File: src/rtl/fat12ct_pkg.sv
`timescale 1ns / 1ps

package fat12ct_pkg;

   // Table geometry.
   localparam int MAX_CLUSTERS  = 4096;
   localparam int ADDR_WIDTH    = $clog2(MAX_CLUSTERS);

   // Field widths.
   localparam int CLUSTER_WIDTH = 12;
   localparam int SPC_WIDTH     = 8;
   localparam int SECTORS_WIDTH = 19;
   localparam int REQ_WIDTH     = 2;
   localparam int CSR_IDX_WIDTH = 2;

   // Scan cursor and scan end hold values up to 2 + data cluster count.
   localparam int SCAN_WIDTH    = CLUSTER_WIDTH + 1;

   localparam logic [SCAN_WIDTH-1:0]    FIRST_DATA_CLUSTER = SCAN_WIDTH'(2);
   localparam logic [SECTORS_WIDTH-1:0] SECTORS_MAX        = {SECTORS_WIDTH{1'b1}};

   // Request codes.
   localparam logic [REQ_WIDTH-1:0] REQ_READ  = 2'd0;
   localparam logic [REQ_WIDTH-1:0] REQ_WRITE = 2'd1;
   localparam logic [REQ_WIDTH-1:0] REQ_FIND  = 2'd2;
   localparam logic [REQ_WIDTH-1:0] REQ_COUNT = 2'd3;

   // Configuration register indexes.
   localparam logic [CSR_IDX_WIDTH-1:0] CSR_DATA_CLUSTER_COUNT  = 2'd0;
   localparam logic [CSR_IDX_WIDTH-1:0] CSR_SECTORS_PER_CLUSTER = 2'd1;

   localparam logic [CLUSTER_WIDTH-1:0] DCC_RESET = 12'd4084;
   localparam logic [SPC_WIDTH-1:0]     SPC_RESET = 8'd1;

   typedef struct packed {
      logic [CLUSTER_WIDTH-1:0] data_cluster_count;
      logic [SPC_WIDTH-1:0]     sectors_per_cluster;
   } cfg_type;

   typedef struct packed {
      logic                     wr_en;
      logic                     rd_en;
      logic [ADDR_WIDTH-1:0]    addr;
      logic [CLUSTER_WIDTH-1:0] wr_data;
   } ram_cmd_type;

endpackage

File: src/rtl/fat12ct_csr.sv
`timescale 1ns / 1ps

module fat12ct_csr
   import fat12ct_pkg::*;
(
   input  logic                     clock,
   input  logic                     reset,
   input  logic                     csr_valid,
   output logic                     csr_ready,
   input  logic [CSR_IDX_WIDTH-1:0] csr_index,
   input  logic [CLUSTER_WIDTH-1:0] csr_wdata,
   output cfg_type                  cfg
);

   cfg_type cfg_ff;
   cfg_type cfg_in;

   // Writes to an index past the last register are dropped.
   always_comb begin
      cfg_in = cfg_ff;
      if (csr_valid) begin
         if (csr_index == CSR_DATA_CLUSTER_COUNT) begin
            cfg_in.data_cluster_count = csr_wdata;
         end else if (csr_index == CSR_SECTORS_PER_CLUSTER) begin
            cfg_in.sectors_per_cluster = csr_wdata[SPC_WIDTH-1:0];
         end
      end
   end

   always_ff @(posedge clock) begin
      if (reset) begin
         cfg_ff.data_cluster_count  <= DCC_RESET;
         cfg_ff.sectors_per_cluster <= SPC_RESET;
      end else begin
         cfg_ff <= cfg_in;
      end
   end

   assign csr_ready = 1'b1;
   assign cfg       = cfg_ff;

endmodule

File: config.mk
export PLATFORM = sky130hd
export DESIGN_NAME = fat12ct_csr
export DESIGN_NICKNAME = d
export VERILOG_FILES = /design/src/rtl/fat12ct_pkg.sv /design/src/rtl/fat12ct_csr.sv
export SDC_FILE = /design/constraint.sdc
export NUM_CORES = 1
export LEC_CHECK = 0
export ABC_AREA = 1
export BUFFER_PORTS_ARGS = -buffer_cell sky130_fd_sc_hd__buf_2
export CORE_MARGIN = 10
export CORE_UTILIZATION = 44
export DETAILED_ROUTE_END_ITERATION = 16
export GPL_ROUTABILITY_DRIVEN = 0
export GPL_TIMING_DRIVEN = 0
export PLACE_DENSITY = 0.76
export SYNTH_ARGS = -nofsm -noshare
export SYNTH_HDL_FRONTEND = slang
export SYNTH_SLANG_ARGS = --single-unit
File: constraint.sdc
create_clock -name clock -period 0.8 [get_ports clock]
set_input_delay 0.08 -clock clock [delete_from_list [all_inputs] [get_ports clock]]
set_output_delay 0.08 -clock clock [all_outputs]
set_load 0.02 [all_outputs]
# ---- Word-level counts from Yosys, hierarchy flattened
# Index checks and enable logic that the tools add are counted.
dict set report word_totals {
  ff_bits 20
  latch_bits 0
  mem_bits_rw 0
  romBits 0
  in_bits 17
  out_inout_bits 21
  elab_cells 7
  memories 0
}
dict set report classes {
  n_addsub 0
  multipliers 0
  n_div 0
  n_lt_le_gt_ge 0
  eq_ne 1
  n_shift 0
  muxes 0
  bitwise 1
  reduce_logical 3
}
# operator count
set op_table {}
lappend op_table {{$reduce_and 3->1} 1}
lappend op_table {{$eq 2x1->1 const B} 1}
lappend op_table {{$logic_not 2->1} 1}
lappend op_table {{$reduce_and 2->1} 1}
lappend op_table {{$not 1->1} 1}

# ---- Depth between registers and ports, before layout
# Gate-level depths: netlist of run 1.
dict set report depth {
  ltp_word 3
  mapped_depth 6
  ltp_nobuf 5
}

# ---- Least setup slack after synthesis of run 1
# Ideal clock, no wire load.
dict set report synth_path {
  kind {register to register}
  startpoint {register, netlist name cfg[5]}
  endpoint {register cfg_ff, in the netlist cfg[5]}
  setup_ps 64
  arrival_ps 647
  required_ps 736
  setup_slack_ps 89
  stages_incl_launch_ff 5
  synth_period_minus_slack_ps 711
  cell_sequence {dfxtp_1 -> inv_1 -> nand2_2 -> nand2_1 -> nor2_1}
}
# element line_no
set synth_rtl {}
lappend synth_rtl {{end signal: assignment} fat12ct_csr.sv:35} ;# cfg_ff <= cfg_in;
lappend synth_rtl {{end: declaration} fat12ct_csr.sv:15} ;# cfg_type cfg_ff;

# ---- Worst setup path after layout of run 1
dict set report layout_path {
  startpoint {register cfg_ff, in the netlist cfg[8]}
  endpoint {output cfg[8] (netlist name)}
}
# element line_no
set layout_rtl {}
lappend layout_rtl {{end: declaration} fat12ct_csr.sv:12} ;# output cfg_type cfg
# No word-level cell between the ends.

==> summary.txt, run 1 <==
Run
  • Max-Cap Viols: 0

Logic synthesis
  • Number of synthesized flops with an enable pin: 0
  • Syn_nets: 130
  • Post-synthesis cell area: 836 um2
  • Avg Inst Size Synth: 7.40 um2
  • Synth area leader: dfxtp_1
  • Synth Flop Type: dfxtp_1
  • Sequential share of the synthesized area: 47.9%
  • Yosys top cell area share: 47.9%
  • Post-synthesis async set-or-reset flop share: 0%
  • Cell variety after synth: 16
  • Synth warn: 0
  • Synth Register Bits: 20
  • Count leader, synth: nand2_1
  • Cells after synthesis: 113
  • Commonest cells post-synth: nand2_1 (25), nand3_1 (22), dfxtp_1 (20)
  • Largest cells by area after synthesis: dfxtp_1 (48%), nand3_1 (13%), nand2_1 (11%), nor2_1 (7.6%), inv_1 (5.4%)

Final layout
  • Seq. cell area: 425 um2
  • # nets final: 175
  • Number of flip-flops in the largest register: 20
  • Layout area overhead: 54.2%
  • Layout cell share with drive strength beyond 1: 47.8%
  • Number of diodes: 0
  • Multi-input gate area: 344 um2
  • Fillers: 144

CTS
  • CTS H-tree depth: 1
  • Root Driver: clkbuf_4
  • Clk slew on worst S/H paths: 130 ps
  • CTS tree: built
  • Maximum root-to-sink buffer count: 2
  • Clk sinks: 20
  • Worst-skew pair later-pin latency: 300 ps
  • Num CTS Buffers: 3

Global routing
  • First-pass GRT wire length: 3880 um
  • Initial antenna violation count: 0
  • Gr usage total: 11.6%
  • GR Util met1: 11.2%
  • Grt total ovfl: 0
  • GR met3 Demand/Resource: 3.89%
  • Largest net degree at the start of global routing: 13
  • Number of global-route vias before repair: 852
  • Met2 Resource Use GR: 22.5%
  • Top Usage Layer GRT: met2

Setup path
  • Reg2reg path depth: 3
  • Critical path depth: 1
  • Critical path arrival: 780 ps
  • Critical-path cell list: buf_6
  • Crit end category: output port
  • WS Path Type: reg2out
  • Required time worst endpoint: 720 ps
  • CP Max Fanout: 2
  • Delay-heaviest family, CP: flip-flops
  • Slowest stage cell, crit path: dfxtp_2
  • Worst path bufs/invs: 1
  • Crit path largest cell delay: 360 ps
  • CP startpoint kind: register

Timing
  • Slew Viols, Final: 0
  • Finish-stage setup viols: 20
  • Fin Clk Skew: 0 ps
  • Minimum clock period: 863 ps
  • Fmax: 1160 MHz
  • Final Hold Fails: 0
  • Setup TNS: -932 ps
  • RSZ-0062 raised after global routing: true
  • Tcrit/Tclk final: 108%
  • Worst setup margin: -63.2 ps

Die
  • Core box area: 1760 um2
  • DIE AREA: 4040 um2
  • I/O Pins: 38
  • Initial core utilization: 47.4%
  • Die span in x: 63.6 um
  • FP Rows: 15
  • Overall die height: 63.6 um

Pwr
  • Pwr/cell area: 1840 nW/um2
  • PnR Total Power: 2.37 mW
  • Static Leak: 0.662 nW
  • Worst vdd ir: 1140 uV

Route
  • Wire per inst: 13.5 um
  • DRT antenna net count: 0
  • WL final: 2450 um
  • 1st-pass router iterations: 4
  • Via/cell ratio: 4.59
  • DRC: 0
  • Iteration-0 DRC Markers: 15
  • Via count: 835

Placement
  • Pre-CTS WS: -65.1 ps
  • HPWL Detailed: 1660 um
  • Port Buf Inserts: 35

Worst hold path
  • Hold Path Class: in2reg
  • Min-Delay Path Depth: 3

Status
  • Status: complete, but fails checks
  • Failing checks: negative setup slack
[final cells by class]
type                       instances  share of cell area (%)
sequential                        20                    33.0
multi-input combinational         74                    26.7
timing repair buffer              40                    26.4
buffer                             7                    3.88
inverter                          12                    3.50
tap                               25                    2.43
clock inverter                     1                    2.33
clock buffer                       3                    1.75
[report_power, final]
group	internal, mW	switching, mW	total (mW)	leakage [nW]
sequential	1.06	0.0363	1.09	0.164
clock	0.506	0.327	0.833	0.0279
combinational	0.205	0.234	0.439	0.469
total	1.77	0.598	2.37	0.662
[placed cells by master (no fill, tap or decap)]
cell type / count
nand2_2: 3
bufinv_16: 1
clkbuf_1: 1
buf_6: 21
nand4_1: 1
buf_4: 7
dfxtp_2: 20
nand2_1: 25
nor2_1: 17
clkbuf_4: 4
a21oi_1: 2
a21oi_2: 1
nor2_4: 1
inv_1: 12
conb_1: 1
nand3_4: 1
buf_2: 16
nand3_1: 22
dlygate4sd3_1: 1
[layer usage]
metal	vias to the layer above	part of all wire, %
met5	-	0
li1	438	-
met2	16	57
met1	379	36
met4	0	0.57
met3	2	6.3
[timing repair]
item / in CTS / in global routing
hold endpoints to repair: 0 / 1
gates resized for setup: 60 / 1
setup endpoints to repair: 20 / 21
setup buffers: 3 / 1
hold buffers: 0 / 1
[path summary, 6_finish.rpt]
check,startpoint,end,slack (ps)
worst max register to register,cfg[11]$_SDFFE_PP0P_,cfg[11]$_SDFFE_PP0P_,40
worst max-delay path,cfg[8]$_SDFFE_PP0P_,cfg[8],-60
worst min-delay path,csr_wdata[8],cfg[16]$_SDFFE_PP1P_,9
worst min register to register,cfg[17]$_SDFFE_PP1P_,cfg[17]$_SDFFE_PP1P_,480
[cell families (layout without fill, tap and decap cells)]
family | after synthesis | count (layout) | synth area share, %
other | 1 | 1 | 0.449
DFF | 20 | 20 | 47.9
and+or+nand+nor | 70 | 70 | 38.5
AOI/OAI and AO/OA | 3 | 3 | 1.80
buffers and inverters | 19 | 63 | 11.4
[through the flow]
stage | instances | instance area (um2) | hold slack, ps | util, %
final | 182 | 1290 | 9.14 | 73.0
after floorplan | 113 | 836 | 215 | -
after global routing | 182 | 1290 | 15.7 | 73.0
after CTS | 180 | 1270 | 6.96 | 71.8
after detailed placement | 173 | 1040 | 325 | 59.1
after global placement | 173 | 1040 | 320 | 59.1
Power figures use the tool's default switching activity.
==> run 2: changes to the inputs <==
- MAX_ROUTING_LAYER: not set -> met4
==> run 2 against run 1 <==
Critical path type unchanged. Worst setup slack lost 6.5 ps. Fmax shrank 0.75%. Via count grew 0.12%. Highest routed layer unchanged. Sequential power is essentially flat. The flow still finishes with violations (negative setup slack). Die area is the same. Clock power grew 1%. Routed wire length grew 0.90%.
==> summary.txt, run 2 (same netlist as run 1, synthesis figures left out) <==
Status
  • Status: complete, but fails checks
  • Failing checks: negative setup slack

Pwr
  • PnR Total Power: 2.38 mW (+0.45%)
  • Worst vdd ir: 1160 uV (+1.9%)
  • Pwr/cell area: 1840 nW/um2 (+0.45%)
  • Static Leak: 0.662 nW (unchanged)

Setup path
  • Crit path largest cell delay: 370 ps (about the same)
  • Critical-path cell list: buf_6
  • Reg2reg path depth: 3 (unchanged)
  • Crit end category: output port
  • Worst path bufs/invs: 1 (unchanged)
  • Slowest stage cell, crit path: dfxtp_2
  • CP startpoint kind: register
  • Critical path arrival: 790 ps (about the same)
  • WS Path Type: reg2out
  • Required time worst endpoint: 720 ps (about the same)
  • Critical path depth: 1 (unchanged)
  • CP Max Fanout: 2 (unchanged)
  • Delay-heaviest family, CP: flip-flops

Timing
  • Finish-stage setup viols: 20 (unchanged)
  • Minimum clock period: 870 ps (+6.55 ps)
  • Final Hold Fails: 0 (unchanged)
  • Worst setup margin: -69.8 ps (-6.55 ps)
  • RSZ-0062 raised after global routing: true
  • Fmax: 1150 MHz (-0.75%)
  • Slew Viols, Final: 0 (unchanged)
  • Tcrit/Tclk final: 109% (+0.82 points)
  • Fin Clk Skew: 0 ps (unchanged)

Worst hold path
  • Min-Delay Path Depth: 3 (unchanged)
  • Hold Path Class: in2reg

Final layout
  • Layout cell share with drive strength beyond 1: 47.8% (unchanged)
  • # nets final: 175 (unchanged)
  • Commonest non-fill, non-tap cell in the layout: nand2_1
  • Number of diodes: 0 (unchanged)
  • Fillers: 144 (unchanged)
  • Post-Route Utilization: 73.0% (unchanged)
  • Number of flip-flops in the largest register: 20 (unchanged)
  • Commonest cells after routing, fill and taps aside: nand2_1 (25), nand3_1 (22), buf_6 (21)
  • Layout area overhead: 54.2% (unchanged)

Global routing
  • Number of global-route vias before repair: 850 (-0.23%)
  • Grt total ovfl: 0 (unchanged)
  • First-pass GRT wire length: 3890 um (+0.18%)
  • Initial antenna violation count: 0 (unchanged)
  • Gr usage total: 11.9% (+0.34 points)
  • Largest net degree at the start of global routing: 13 (unchanged)

Die
  • Initial core utilization: 47.4% (unchanged)
  • FP Rows: 15 (unchanged)
  • I/O Pins: 38 (unchanged)
  • Die span in x: 63.6 um (unchanged)
  • Core box area: 1760 um2 (unchanged)
  • DIE AREA: 4040 um2 (unchanged)
  • Overall die height: 63.6 um (unchanged)

Route
  • WL final: 2470 um (+0.90%)
  • Iteration-0 DRC Markers: 13 (-2)
  • Via/cell ratio: 4.59 (+0.12%)
  • Wire per inst: 13.6 um (+0.90%)
  • 1st-pass router iterations: 4 (unchanged)
  • Via count: 836 (+0.12%)
  • DRT antenna net count: 0 (unchanged)
  • DRC: 0 (unchanged)

Placement
  • HPWL Detailed: 1660 um (unchanged)
  • Port Buf Inserts: 35 (unchanged)

Run
  • Max-Cap Viols: 0 (unchanged)

CTS
  • Root Driver: clkbuf_4
  • Clk sinks: 20 (unchanged)
  • CTS tree: built
  • Worst-skew pair later-pin latency: 300 ps (about the same)
  • CTS H-tree depth: 1 (unchanged)
  • Clk slew on worst S/H paths: 130 ps (about the same)
  • Maximum root-to-sink buffer count: 2 (unchanged)
  • Num CTS Buffers: 3 (unchanged)
[run 2: metal layers]
layer / track usage (%) / share of wire, % / vias to the layer above
met2: 22.5 / 56 / 16
met5: - / 0 / -
li1: - / - / 439
met4: 3.28 / 0.57 / 0
met1: 11.7 / 38 / 379
met3: 3.18 / 5.0 / 2
[run 2: cell type report]
class | instances | area [um2] | share of cell area [%]
tap | 25 | 31.3 | 2.43
clock buffer | 3 | 22.5 | 1.75
buffer | 7 | 50.0 | 3.88
multi-input combinational | 74 | 344 | 26.7
inverter | 12 | 45.0 | 3.50
clock inverter | 1 | 30.0 | 2.33
sequential | 20 | 425 | 33.0
timing repair buffer | 40 | 340 | 26.4
[run 2: path summary, 6_finish.rpt]
| check | startpoint | to | slack [ps] |
|---|---|---|---|
| worst min register to register | cfg[17]$_SDFFE_PP1P_ | cfg[17]$_SDFFE_PP1P_ | 480 |
| worst min-delay path | csr_wdata[8] | cfg[16]$_SDFFE_PP1P_ | 3 |
| worst max-delay path | cfg[8]$_SDFFE_PP0P_ | cfg[8] | -70 |
| worst max register to register | cfg[11]$_SDFFE_PP0P_ | cfg[11]$_SDFFE_PP0P_ | 40 |
[run 2: what timing repair did]
action / 4_1_cts / 5_1_grt
resized for setup: 60 / 1
setup buffers: 3 / 1
hold buffers: 0 / 1
hold endpoints to repair: 0 / 1
endpoints found under the setup margin: 20 / 21
gates cloned: 0 / 0
[run 2: stage by stage]
stage | TNS [ps] | hold WS [ps] | setup WS, ps | std cells | area [um2]
finish | -1020 | 3.13 | -69.8 | 182 | 1290
global route | -1760 | 14.4 | -107 | 182 | 1290
CTS | -995 | 6.96 | -59.5 | 180 | 1270
detailed placement | -821 | 325 | -65.1 | 173 | 1040
global placement | -495 | 320 | -44.3 | 173 | 1040
floorplan | 0 | 215 | 88.8 | 113 | 836
[run 2: power by group]
part           switching [mW]  leakage (nW)  internal (mW)
Combinational           0.235         0.469          0.205
Sequential             0.0364         0.164           1.06
Clock                   0.337        0.0279          0.506
