==> src/rtl/fat12ct_pkg.sv <==
`timescale 1ns / 1ps

package fat12ct_pkg;

   // Table geometry.
   localparam int MAX_CLUSTERS  = 4096;
   localparam int ADDR_WIDTH    = $clog2(MAX_CLUSTERS);

   // Field widths.
   localparam int CLUSTER_WIDTH = 12;
   localparam int SPC_WIDTH     = 8;
   localparam int SECTORS_WIDTH = 19;
   localparam int REQ_WIDTH     = 2;
   localparam int CSR_IDX_WIDTH = 2;

   // Scan cursor and scan end hold values up to 2 + data cluster count.
   localparam int SCAN_WIDTH    = CLUSTER_WIDTH + 1;

   localparam logic [SCAN_WIDTH-1:0]    FIRST_DATA_CLUSTER = SCAN_WIDTH'(2);
   localparam logic [SECTORS_WIDTH-1:0] SECTORS_MAX        = {SECTORS_WIDTH{1'b1}};

   // Request codes.
   localparam logic [REQ_WIDTH-1:0] REQ_READ  = 2'd0;
   localparam logic [REQ_WIDTH-1:0] REQ_WRITE = 2'd1;
   localparam logic [REQ_WIDTH-1:0] REQ_FIND  = 2'd2;
   localparam logic [REQ_WIDTH-1:0] REQ_COUNT = 2'd3;

   // Configuration register indexes.
   localparam logic [CSR_IDX_WIDTH-1:0] CSR_DATA_CLUSTER_COUNT  = 2'd0;
   localparam logic [CSR_IDX_WIDTH-1:0] CSR_SECTORS_PER_CLUSTER = 2'd1;

   localparam logic [CLUSTER_WIDTH-1:0] DCC_RESET = 12'd4084;
   localparam logic [SPC_WIDTH-1:0]     SPC_RESET = 8'd1;

   typedef struct packed {
      logic [CLUSTER_WIDTH-1:0] data_cluster_count;
      logic [SPC_WIDTH-1:0]     sectors_per_cluster;
   } cfg_type;

   typedef struct packed {
      logic                     wr_en;
      logic                     rd_en;
      logic [ADDR_WIDTH-1:0]    addr;
      logic [CLUSTER_WIDTH-1:0] wr_data;
   } ram_cmd_type;

endpackage

==> src/rtl/fat12ct_engine.sv <==
`timescale 1ns / 1ps

module fat12ct_engine
   import fat12ct_pkg::*;
(
   input  logic                     clock,
   input  logic                     reset,
   input  cfg_type                  cfg,
   input  logic                     req_valid,
   output logic                     req_ready,
   input  logic [REQ_WIDTH-1:0]     req_type,
   input  logic [CLUSTER_WIDTH-1:0] req_cluster_index,
   input  logic [CLUSTER_WIDTH-1:0] req_entry_value,
   output logic                     rsp_valid,
   input  logic                     rsp_ready,
   output logic [CLUSTER_WIDTH-1:0] rsp_read_value,
   output logic [CLUSTER_WIDTH-1:0] rsp_free_cluster,
   output logic [SECTORS_WIDTH-1:0] rsp_free_sectors,
   output ram_cmd_type              ram_cmd,
   input  logic [CLUSTER_WIDTH-1:0] ram_rd_data
);

   localparam logic [2:0] ST_CLEAR  = 3'd0;
   localparam logic [2:0] ST_IDLE   = 3'd1;
   localparam logic [2:0] ST_READ   = 3'd2;
   localparam logic [2:0] ST_SCAN   = 3'd3;
   localparam logic [2:0] ST_FINISH = 3'd4;

   localparam logic [SCAN_WIDTH-1:0] SCAN_LIMIT = SCAN_WIDTH'(MAX_CLUSTERS);
   localparam logic [ADDR_WIDTH-1:0] LAST_ADDR  = ADDR_WIDTH'(MAX_CLUSTERS - 1);

   logic [2:0]               state_ff, state_in;
   logic [ADDR_WIDTH-1:0]    clr_ff, clr_in;
   logic [SCAN_WIDTH-1:0]    cursor_ff, cursor_in;
   logic [SCAN_WIDTH-1:0]    end_ff, end_in;
   logic [ADDR_WIDTH-1:0]    rd_addr_ff, rd_addr_in;
   logic                     pend_ff, pend_in;
   logic                     find_ff, find_in;
   logic                     idx_ok_ff, idx_ok_in;
   logic [CLUSTER_WIDTH-1:0] res_read_ff, res_read_in;
   logic [CLUSTER_WIDTH-1:0] res_free_ff, res_free_in;
   logic [SECTORS_WIDTH-1:0] res_sect_ff, res_sect_in;
   logic                     rsp_valid_ff, rsp_valid_in;
   logic [CLUSTER_WIDTH-1:0] rsp_read_ff, rsp_read_in;
   logic [CLUSTER_WIDTH-1:0] rsp_free_ff, rsp_free_in;
   logic [SECTORS_WIDTH-1:0] rsp_sect_ff, rsp_sect_in;

   logic                     accept;
   logic                     idx_in_range;
   logic [SCAN_WIDTH-1:0]    scan_sum;
   logic [SECTORS_WIDTH:0]   sect_sum;
   logic                     hit;
   logic                     out_free;

   assign req_ready    = (state_ff == ST_IDLE);
   assign accept       = req_valid && req_ready;
   assign idx_in_range = ({1'b0, req_cluster_index} < SCAN_LIMIT);
   assign scan_sum     = FIRST_DATA_CLUSTER + SCAN_WIDTH'(cfg.data_cluster_count);
   assign sect_sum     = {1'b0, res_sect_ff} + (SECTORS_WIDTH + 1)'(cfg.sectors_per_cluster);
   assign hit          = pend_ff && (ram_rd_data == '0);
   assign out_free     = !rsp_valid_ff || rsp_ready;

   always_comb begin
      state_in     = state_ff;
      clr_in       = clr_ff;
      cursor_in    = cursor_ff;
      end_in       = end_ff;
      rd_addr_in   = rd_addr_ff;
      pend_in      = pend_ff;
      find_in      = find_ff;
      idx_ok_in    = idx_ok_ff;
      res_read_in  = res_read_ff;
      res_free_in  = res_free_ff;
      res_sect_in  = res_sect_ff;
      rsp_valid_in = rsp_valid_ff && !rsp_ready;
      rsp_read_in  = rsp_read_ff;
      rsp_free_in  = rsp_free_ff;
      rsp_sect_in  = rsp_sect_ff;
      ram_cmd      = '{wr_en: 1'b0, rd_en: 1'b0, addr: req_cluster_index[ADDR_WIDTH-1:0],
                       wr_data: req_entry_value};

      unique case (state_ff)
         ST_CLEAR: begin
            ram_cmd.wr_en   = 1'b1;
            ram_cmd.addr    = clr_ff;
            ram_cmd.wr_data = '0;
            clr_in          = clr_ff + 1'b1;
            if (clr_ff == LAST_ADDR) begin
               state_in = ST_IDLE;
            end
         end
         ST_IDLE: begin
            if (accept) begin
               res_read_in = '0;
               res_free_in = '0;
               res_sect_in = '0;
               unique case (req_type)
                  REQ_READ: begin
                     ram_cmd.rd_en = 1'b1;
                     idx_ok_in     = idx_in_range;
                     state_in      = ST_READ;
                  end
                  REQ_WRITE: begin
                     ram_cmd.wr_en = idx_in_range;
                     state_in      = ST_FINISH;
                  end
                  REQ_FIND, REQ_COUNT: begin
                     find_in   = (req_type == REQ_FIND);
                     cursor_in = FIRST_DATA_CLUSTER;
                     end_in    = (scan_sum > SCAN_LIMIT) ? SCAN_LIMIT : scan_sum;
                     pend_in   = 1'b0;
                     state_in  = ST_SCAN;
                  end
                  default: begin
                     state_in = ST_FINISH;
                  end
               endcase
            end
         end
         ST_READ: begin
            res_read_in = idx_ok_ff ? ram_rd_data : '0;
            state_in    = ST_FINISH;
         end
         ST_SCAN: begin
            if (find_ff && hit) begin
               res_free_in = CLUSTER_WIDTH'(rd_addr_ff);
               pend_in     = 1'b0;
               state_in    = ST_FINISH;
            end else begin
               if (hit) begin
                  res_sect_in = (sect_sum > (SECTORS_WIDTH + 1)'(SECTORS_MAX)) ?
                                SECTORS_MAX : sect_sum[SECTORS_WIDTH-1:0];
               end
               if (cursor_ff < end_ff) begin
                  ram_cmd.rd_en = 1'b1;
                  ram_cmd.addr  = cursor_ff[ADDR_WIDTH-1:0];
                  rd_addr_in    = cursor_ff[ADDR_WIDTH-1:0];
                  cursor_in     = cursor_ff + 1'b1;
                  pend_in       = 1'b1;
               end else begin
                  pend_in = 1'b0;
                  if (!pend_ff) begin
                     state_in = ST_FINISH;
                  end
               end
            end
         end
         ST_FINISH: begin
            if (out_free) begin
               rsp_valid_in = 1'b1;
               rsp_read_in  = res_read_ff;
               rsp_free_in  = res_free_ff;
               rsp_sect_in  = res_sect_ff;
               state_in     = ST_IDLE;
            end
         end
         default: begin
            state_in = ST_IDLE;
         end
      endcase
   end

   always_ff @(posedge clock) begin
      if (reset) begin
         state_ff     <= ST_CLEAR;
         clr_ff       <= '0;
         pend_ff      <= 1'b0;
         rsp_valid_ff <= 1'b0;
      end else begin
         state_ff     <= state_in;
         clr_ff       <= clr_in;
         pend_ff      <= pend_in;
         rsp_valid_ff <= rsp_valid_in;
      end
   end

   always_ff @(posedge clock) begin
      cursor_ff   <= cursor_in;
      end_ff      <= end_in;
      rd_addr_ff  <= rd_addr_in;
      find_ff     <= find_in;
      idx_ok_ff   <= idx_ok_in;
      res_read_ff <= res_read_in;
      res_free_ff <= res_free_in;
      res_sect_ff <= res_sect_in;
      rsp_read_ff <= rsp_read_in;
      rsp_free_ff <= rsp_free_in;
      rsp_sect_ff <= rsp_sect_in;
   end

   assign rsp_valid        = rsp_valid_ff;
   assign rsp_read_value   = rsp_read_ff;
   assign rsp_free_cluster = rsp_free_ff;
   assign rsp_free_sectors = rsp_sect_ff;

endmodule

==> config.mk <==
export PLATFORM = sky130hd
export DESIGN_NAME = fat12ct_engine
export DESIGN_NICKNAME = d
export VERILOG_FILES = /design/src/rtl/fat12ct_pkg.sv /design/src/rtl/fat12ct_engine.sv
export SDC_FILE = /design/constraint.sdc
export NUM_CORES = 1
export LEC_CHECK = 0
export ABC_AREA = 0
export BUFFER_PORTS_ARGS = -buffer_cell sky130_fd_sc_hd__buf_4
export CAP_MARGIN = 20
export CORE_ASPECT_RATIO = 0.8
export CORE_UTILIZATION = 50
export DETAILED_ROUTE_END_ITERATION = 6
export PLACE_DENSITY = 0.73
export SYNTH_ARGS = -nofsm -noshare
export SYNTH_HDL_FRONTEND = slang
export SYNTH_SLANG_ARGS = --single-unit
==> constraint.sdc <==
create_clock -name clock -period 3.7 [get_ports clock]
set_input_delay 0.37 -clock clock [delete_from_list [all_inputs] [get_ports clock]]
set_output_delay 0.37 -clock clock [all_outputs]
set_load 0.02 [all_outputs]
* After elaboration in Yosys (flattened, before gate mapping) *
Index checks and enable logic that the tools add are counted.

word-level totals
  flip-flop bits (word level) = 142
  latch bits = 0
  bits in writable memories = 0
  ROM bits = 0
  input bits = 62
  word-level logic and storage cells = 100
  memories = 0

cells by class
  add/sub/neg operators = 4
  multipliers = 0
  div/mod/pow operators = 0
  $lt $le $gt $ge = 3
  equality and inequality tests = 18
  shifts and indexed selects = 0
  mux-type cells = 38
  bitwise logic cells = 1
  reductions and logical operators = 22

operators by type and width
  cell                                                  number
  2-to-1 mux 13 bit                                     6
  2-to-1 mux 19 bit                                     4
  one-hot mux 12 bit (2 select lines)                   3
  one-hot mux 19 bit (2 select lines)                   1
  2-to-1 mux 12 bit                                     3
  one-hot mux 13 bit (2 select lines)                   1
  adder 19 x 8 -> 20 bit                                1
  > comparator 20 x 19 -> 1 bit, second input constant  1
  2-to-1 mux 3 bit                                      6
  one-hot mux 3 bit (5 select lines)                    1
  adder 13 x 1 -> 13 bit, second input constant         1
  adder 2 x 12 -> 13 bit, first input constant          1
  > comparator 13 bit, second input constant            1
  < comparator 13 bit                                   1
  adder 12 x 1 -> 12 bit, second input constant         1
  == test 12 bit, second input constant                 1
  logical NOT 12 bit                                    1
  != test 2 bit, second input constant                  6
  AND reduction 3 bit                                   4
  AND reduction 5 bit                                   2
  one-hot mux 3 bit (3 select lines)                    1
  2-to-1 mux 1 bit                                      8
  == test 3 x 2 -> 1 bit, second input constant         2
  != test 3 bit, second input constant                  2
  other kinds (17)                                      27

* Logic depth before layout (Yosys ltp) *
Gate-level depths: netlist (run 1).

  depth after elaboration = 6
  gate-level depth with buffers = 9
  gate-level depth less buffers = 8

* Worst setup path after synthesis (run 1) *
OpenSTA, ideal clock, no wires.

  path type = reg-to-reg
  start = register state_ff[1]
  end = register rsp_free_ff[0], in the netlist rsp_free_cluster[0], enable pin
  library setup time = 0.444 ns
  arrival = 2.483 ns
  data required time = 3.256 ns
  setup slack = 0.773 ns
  cell stages (with the launch flop) = 5
  buffers on the path = 1
  cell sequence = dfxtp_1 buf_2 nor2_1 nand2_1 nor2_1

on the way
  word-level cells in the longest chain between the ends = 2

RTL lines
  what                                  RTL line               RTL
  start, declared                       fat12ct_engine.sv:32   logic [2:0] state_ff, state_in;
  start signal, assigned                fat12ct_engine.sv:170  state_ff <= state_in;
  == test 3 bit                         fat12ct_engine.sv:82   unique case (state_ff)
  AND reduction 2 bit (no source line)  n/a
  end signal, assigned                  fat12ct_engine.sv:187  rsp_free_ff <= rsp_free_in;
  end, declared                         fat12ct_engine.sv:45   logic [CLUSTER_WIDTH-1:0] rsp_free_ff, rsp_free_in;

Every way passes these cells.
A chain may end at the register's enable or synchronous reset.

==> metrics, run 1 <==
Sink Count=142; initial DRC count=419; Die W=132 µm; Worst-Margin Slew=0.973 ns; final worst-path cycle share=85.2%; WL/cell=between 15 and 20 µm; Hold Violations, Final=0; Via-to-Cell Ratio=5.45; Starting Density=roughly 52%; commonest non-fill, non-tap cell in the layout=buf_4; Fin Setup TNS=0 ns; fin crit period=3.15 ns; largest cells by area after synthesis=edfxtp_1, dfxtp_1, and2_1, ha_1, a21oi_1; detailed-router iteration count before antenna repair=5; total grt overflow=0; Yosys top cell area share=55.2%; synth warn=0; H-tree depth=4; Final nets=between 700 and 800; RSZ-0062 raised after global routing=no; PD cells=approximately 460 nW/µm²; slowest cell on the critical path=edfxtp_1; vias in the first global route=4656; worst hold path class=in2reg; initial antenna violation count=0; worst r2r path cells=5; Layout area overhead=25.7%; most frequent cells in the layout=buf_4, edfxtp_1, and2_1; Max Freq=0.317 GHz; Vias=4803; DP HPWL=9960 µm; crit end category=output port; synthesized instance count=556; CTS tree=built; Placeable Area=13100 µm²; ordered list of cells on the worst path=ha_1 -> o21ai_0 -> a211oi_1 -> a22oi_2 -> a21oi_2 -> a221o_1 -> buf_4; Boundary Pins=133; fin. max-slew vios=0; Post-synth EDFFs=125; setup violators final=0; MaxCap Viol Count=0; Clock Tree Buf Depth=2; Post-CTS Resized=0; WHS Path Cells=2; Worst slew margin=35.1%; Post-Syn Area per Cell=12.2 µm²; CP Class=reg2out; height of the die=106 µm; status=finished clean; post-synthesis cell type count=64; Placed Cells=roughly 850; largest net degree at the start of global routing=44; ys flop type=edfxtp_1; wirelength, routed=roughly 14000 µm; GPL Wtd Cong=roughly 0.88; leakage=3.33 nW; total CTS buffers=17; total setup buffers inserted after CTS=0; critical path's largest stage delay=~0.54 ns; Post-route DRC=0; Total Routing Usage GR=20.7%; Fillers=986; async set-reset flop share out of synthesis=0%; area leader, netlist=edfxtp_1; crit path launch type=flop; crit path DAT=2.78 ns; #FFs+latches synth=approximately 140; Crit path required time=3.33 ns; layout cells sized above 1=between 20% and 30%; worst-skew pair later-pin latency=0.43 ns; Worst-path clk slew=0.06 ns; number of I/O port buffers=approximately 130; VDD IR max=0.000349 V; maximum fanout along the worst path=12; syn nets=642; antenna viol nets, final=0; global-route wire length before repair=22200 µm; sequential share of the synthesized area=about three fifths; final std cells w/o fill=882; full die area=14100 µm²; row cnt=37; Inserted Diodes=0; root buffer cell=clkbuf_16; CTS Hold Bufs=0; Worst Skew=about 0.013 ns; cell area after synthesis=~6800 µm²
[layout make-up]
cell class	instances	area, µm²	area share, %
Sequential cell	142	4090	47.9
Multi-Input combinational cell	370	2520	29.5
Timing Repair Buffer	136	1030	12.1
Clock buffer	22	454	5.32
Tap cell	175	219	2.56
Clock inverter	10	115	1.35
Inverter	27	104	1.22
[metal layers]
metal / routed length (µm) / GRT usage (%) / up-vias / share of wire, %
li1: - / - / 2346 / -
met1: 6200 / 26.5 / 2265 / 45
met2: 6460 / 32.9 / 167 / 47
met3: 747 / 5.48 / 25 / 5.5
met4: 263 / 9.93 / 0 / 1.9
met5: 0 / 0 / - / 0
[cell usage after synthesis (4+ instances only)]
library cell	n
a221o_1	12
nand3_1	15
edfxtp_1	125
xnor2_1	14
dfxtp_1	17
clkbuf_1	9
nor2_1	38
inv_1	26
nor2b_1	4
o21ai_0	23
a21o_1	5
nand2_1	31
o211a_1	4
a21oi_1	30
and2_1	50
o21ai_1	4
a31oi_1	6
nand4_1	15
ha_1	23
xor2_1	16
nor3_1	6
and4_1	5
and3_1	6
or3_1	11
[critical path, delay by kind of cell (launching register included)]
family,cells,cell delay [ns]
buffers and inverters,1,0.14
DFF,1,0.54
adders and majority gates,1,0.37
AOI/OAI and AO/OA,5,1.32
[final timing paths]
check | startpoint | end | slack, ns
max | cursor_ff[4] | ram_cmd[16] | 0.55
min | cfg[9] | end_ff[1] | 0.21
min reg2reg | res_free_ff[0] | rsp_free_cluster[0] | 0.42
max reg2reg | state_ff[1] | res_sect_ff[3] | 0.90
[cells by family (layout without fill, tap and decap cells)]
logic type               after synthesis  in the layout  synth area share (%)
AND/OR/NAND/NOR                      208            208                  17.9
flip-flops                           142            142                  60.3
AO/OA/AOI/OAI                        106            106                  10.4
buffers and inverters                 44            195                  2.74
XOR/XNOR                              30             30                  3.87
adder cells (fa/ha/maj)               24             24                  4.53
multiplexers                           2              2                 0.295
[through the flow]
stage                     worst slack [ns]  hold WS (ns)  cell area [µm²]  util, %  power, mW
after floorplan                      0.773         0.400             6790        -       2.14
after global placement                1.05         0.401             7940     60.8       2.31
after detailed placement             0.914         0.405             7940     60.8       2.32
after CTS                            0.551         0.204             8510     65.2       3.95
after global routing                 0.391         0.203             8540     65.4       4.07
final                                0.548         0.212             8540     65.4       3.93
[flip-flops by register name, indices dropped and copies added, names as in the netlist]
register / count
clr_ff: 12
res_read_ff: 12
rsp_free_cluster: 12
res_sect_ff: 19
state_ff: 3
rsp_valid: 1
rd_addr_ff: 12
cursor_ff: 13
pend_ff: 1
res_free_ff: 12
rsp_free_sectors: 19
find_ff: 1
end_ff: 13
rsp_read_value: 12
[power by group]
| group | internal (mW) | switching [mW] | leakage (nW) |
|---|---|---|---|
| clock network | 1.01 | 0.628 | 0.272 |
| logic | 0.195 | 0.251 | 1.78 |
| registers | 1.80 | 0.0502 | 1.28 |
| total | 3.00 | 0.929 | 3.33 |
Note: power is estimated with default switching activity, not from simulation.
==> run 2, diff against run 1 <==
Settings changed: REMOVE_ABC_BUFFERS from default to 1.
==> run 2 against run 1 <==
Net effect:
- utilization up 0.27 points
- hold slack improved by 0.013 ns
- clock power is 9% higher
- fmax shrank 1.4%
- register-to-register slack better by 0.08 ns
- count of clock-buffer cells in the layout shrank 4
- sequential cell count unchanged
==> metrics, run 2 (synthesis results as in run 1) <==
status=finished clean; PD cells=475 nW/µm²; VDD IR max=0.000338 V; Die W=132 µm; initial DRC count=316; most frequent cells in the layout=buf_4, edfxtp_1, and2_1; maximum fanout along the worst path=12; Logic pwr share=11.1%; Hold Violations, Final=0; fin. max-slew vios=0; leakage=around 3.3 nW; CTS tree=built; total grt overflow=0; initial antenna violation count=0; Int Pwr=around 3.1 mW; total CTS buffers=17; crit path DAT=2.83 ns; root buffer cell=clkbuf_16; final std cells w/o fill=roughly 900; Hold WS=about 0.23 ns; Sw Pwr=954 µW; Final nets=between 700 and 800; DP HPWL=10400 µm; global-route wire length before repair=22400 µm; total setup buffers inserted after CTS=0; largest net degree at the start of global routing=29; CP Class=reg2out; crit end category=output port; setup violators final=0; Post-CTS Resized=0; Boundary Pins=133; commonest non-fill, non-tap cell in the layout=buf_4; Vias=4856; antenna viol nets, final=0; fin crit period=3.20 ns; number of I/O port buffers=roughly 130; sequential power share=45.2%; Via-to-Cell Ratio=5.51; Crit path required time=3.33 ns; Worst-path clk slew=approximately 0.060 ns; Placeable Area=between 10000 and 15000 µm²; Fin Setup TNS=0 ns; final worst-path cycle share=86.4%; H-tree depth=4; wirelength, routed=14100 µm; worst hold path class=in2reg; Fillers=approximately 1000; detailed-router iteration count before antenna repair=5; Worst slew margin=a little over a third; vias in the first global route=about 4600; GPL Wtd Cong=0.893; Max Freq=0.313 GHz; Clock Tree Buf Depth=2; fin worst setup slack=between 0.5 and 0.6 ns; Worst Skew=approximately 0.0086 ns; RSZ-0062 raised after global routing=no; crit path launch type=flop; full die area=14100 µm²; Sink Count=~140; height of the die=106 µm; Total Routing Usage GR=20.7%; Inserted Diodes=0; Starting Density=52.0%; row cnt=37; Placed Cells=849; Worst-Margin Slew=between 0.9 and 1 ns; CTS Hold Bufs=0; Post-route DRC=0; clock share of power=a little over two fifths; dpl ws=0.926 ns; worst-skew pair later-pin latency=about 0.42 ns; layout cells sized above 1=26.0%; WL/cell=16.0 µm; Switching Share=23.4%; MaxCap Viol Count=0; Layout area overhead=26.2%
## run 2: power groups by stage
stage / registers (mW) / logic, mW / clock network (mW)
finish: 1.84 / 0.452 / 1.78
global route: 1.85 / 0.493 / 1.86
CTS: 1.84 / 0.452 / 1.79
detailed placement: 1.88 / 0.450 / 0
global placement: 1.87 / 0.440 / 0
floorplan: 1.86 / 0.266 / 0
## run 2: worst paths after layout
kind                        from             endpoint  slack, ns  cells past startpoint
setup / recovery    cursor_ff[8]          ram_cmd[13]       0.50                      7
setup reg to reg     state_ff[1]      res_sect_ff[12]       0.98                      5
hold reg to reg   res_free_ff[4]  rsp_free_cluster[4]       0.42                      0
hold / removal            cfg[9]            end_ff[1]       0.23                      2
## run 2: final cells by class
| cell class | count | area (µm²) | share of cell area [%] |
|---|---|---|---|
| clock inverter | 14 | 188 | 2.19 |
| inverter | 27 | 104 | 1.21 |
| timing repair buffer | 136 | 1020 | 11.9 |
| tap | 175 | 219 | 2.55 |
| sequential | 142 | 4090 | 47.7 |
| multi-input combinational | 370 | 2520 | 29.4 |
| clock buffer | 18 | 429 | 5.00 |
## run 2: worst max-delay path, cell delays in order (launching register included)
cell and delay (ns):
edfxtp_1 0.51, ha_1 0.38, nand4_1 0.09, a211oi_1 0.35
a22oi_2 0.14, a21oi_2 0.52, a221o_1 0.27, buf_4 0.15
## run 2: stage by stage
stage / util, % / power, mW / instance area [µm²]
floorplan: - / 2.13 / 6710
global placement: 60.9 / 2.31 / 7950
detailed placement: 60.9 / 2.33 / 7950
CTS: 65.6 / 4.09 / 8570
global route: 65.7 / 4.20 / 8580
finish: 65.7 / 4.07 / 8580
## run 2: per-layer routing
| layer | vias up | global-route usage [%] | wire length, µm |
|---|---|---|---|
| met3 | 29 | 6.82 | 1220 |
| met4 | 0 | 9.11 | 308 |
| met2 | 223 | 31.9 | 6470 |
| li1 | 2352 | - | - |
| met1 | 2252 | 26.8 | 6110 |
| met5 | - | 0 | 0 |
==> run 3, diff against run 2 <==
Settings changed: CORE_ASPECT_RATIO 0.8 to 1.25.
Clock period 3.7 ns to 3.6 ns, I/O delays scaled along.
==> run 3 against run 2 <==
Net effect:
- sequential share of layout area about the same
- die area is the same
- total power rose by 1.9%
- sequential cell count unchanged
- non-clock buffer count is 1 higher
- worst setup slack got worse by 0.15 ns
- largest cell class unchanged
- largest power group unchanged
==> metrics, run 3 (synthesis results as in run 1) <==
status=finished clean; final worst-path cycle share=90.1%; Worst-path clk slew=0.06 ns; wirelength, routed=14000 µm; Vias=~4900; crit end category=output port; commonest non-fill, non-tap cell in the layout=buf_4; H-tree depth=4; CTS tree=built; Via-to-Cell Ratio=~5.6; worst-skew pair later-pin latency=0.42 ns; Post-CTS Resized=0; most frequent cells in the layout=buf_4, edfxtp_1, and2_1; Layout area overhead=26.4%; total grt overflow=0; Inserted Diodes=0; worst hold start=cfg[9]; leakage=3.36 nW; Boundary Pins=133; maximum fanout along the worst path=12; VDD IR max=0.000284 V; Worst-Margin Slew=1.02 ns; global-route wire length before repair=22100 µm; final std cells w/o fill=a little under 900; detailed-router iteration count before antenna repair=5; GPL Wtd Cong=0.893; Starting Density=51.3%; critical path's largest stage delay=0.55 ns; setup violators final=0; slowest cell on the critical path=a21oi_2; initial DRC count=287; Post-route DRC=0; crit path DAT=2.88 ns; number of I/O port buffers=about 130; row cnt=47; CP Class=reg2out; root buffer cell=clkbuf_16; RSZ-0062 raised after global routing=no; height of the die=132 µm; Max Freq=around 0.3 GHz; Final nets=781; crit path launch type=flop; ordered list of cells on the worst path=ha_1 -> o21ai_0 -> a211oi_1 -> a22oi_2 -> a21oi_2 -> a221o_1 -> buf_4; Total Routing Usage GR=20.5%; DP HPWL=10200 µm; fin crit period=3.24 ns; cell family with most CP delay=compound AO/OA/AOI/OAI gates; full die area=between 10000 and 15000 µm²; MaxCap Viol Count=0; Placed Cells=847; Fin Setup TNS=0 ns; layout cells sized above 1=between 20% and 30%; Placeable Area=between 10000 and 15000 µm²; Worst Path Buf+Inv=1; initial antenna violation count=0; CTS Hold Bufs=0; Clock Tree Buf Depth=2; Worst slew margin=31.8%; Crit. Startpoint=cursor_ff[4]; Tot Pwr=4.15 mW; vias in the first global route=4735; Worst Skew=0.00946 ns; Hold Violations, Final=0; PD cells=483 nW/µm²; total CTS buffers=17; WL/cell=16.0 µm; fin. max-slew vios=0; total setup buffers inserted after CTS=0; Reg2Reg Launch Point=state_ff[1]; antenna viol nets, final=0; largest net degree at the start of global routing=31; Die W=about 110 µm; Sink Count=142; worst hold path class=in2reg; Crit path required time=3.24 ns
## run 3: area by class of cell
class / instances / area, µm²
Fill cell: 985 / 4650
Clock buffer: 18 / 429
Tap cell: 171 / 214
Clock inverter: 14 / 181
Timing Repair Buffer: 137 / 1040
Inverter: 27 / 104
Sequential cell: 142 / 4090
Multi-Input combinational cell: 370 / 2520
## run 3: worst reg2reg max path: cells and delay by family (launching register included)
kind / cells / cell delay, ns
AOI/OAI and AO/OA: 1 / 0.80
buffers and inverters: 1 / 0.17
and+or+nand+nor: 3 / 0.91
DFF: 1 / 0.51
## run 3: power breakdown
part	switching, mW	leakage, nW	internal, mW
Clock	0.689	0.299	1.11
Sequential	0.0492	1.28	1.84
Combinational	0.261	1.78	0.201
Total	0.999	3.36	3.15
## run 3: layer usage
layer | up-vias | part of all wire (%) | GRT usage [%]
li1 | 2368 | - | -
met1 | 2358 | 39 | 22.3
met2 | 162 | 54 | 37.1
met3 | 29 | 4.7 | 4.65
met4 | 0 | 2.4 | 9.65
met5 | - | 0 | 0
## run 3: final timing paths
check             cells after the start             endpoint  slack [ns]
setup / recovery                      7          ram_cmd[19]        0.36
hold / removal                        2            end_ff[1]        0.20
setup reg to reg                      5      res_sect_ff[16]        0.81
hold reg to reg                       0  rsp_free_cluster[4]        0.42
## run 3: per-stage QoR
| stage | setup slack, ns | area (µm²) | hold WS [ns] | util [%] |
|---|---|---|---|---|
| 2_1_floorplan | 0.711 | 6710 | 0.400 | - |
| 3_3_place_gp | 0.933 | 7950 | 0.405 | 60.1 |
| 3_5_place_dp | 0.838 | 7970 | 0.405 | 60.3 |
| 4_1_cts | 0.380 | 8580 | 0.193 | 64.9 |
| 5_1_grt | 0.164 | 8580 | 0.199 | 64.9 |
| 6_report | 0.355 | 8580 | 0.201 | 64.9 |
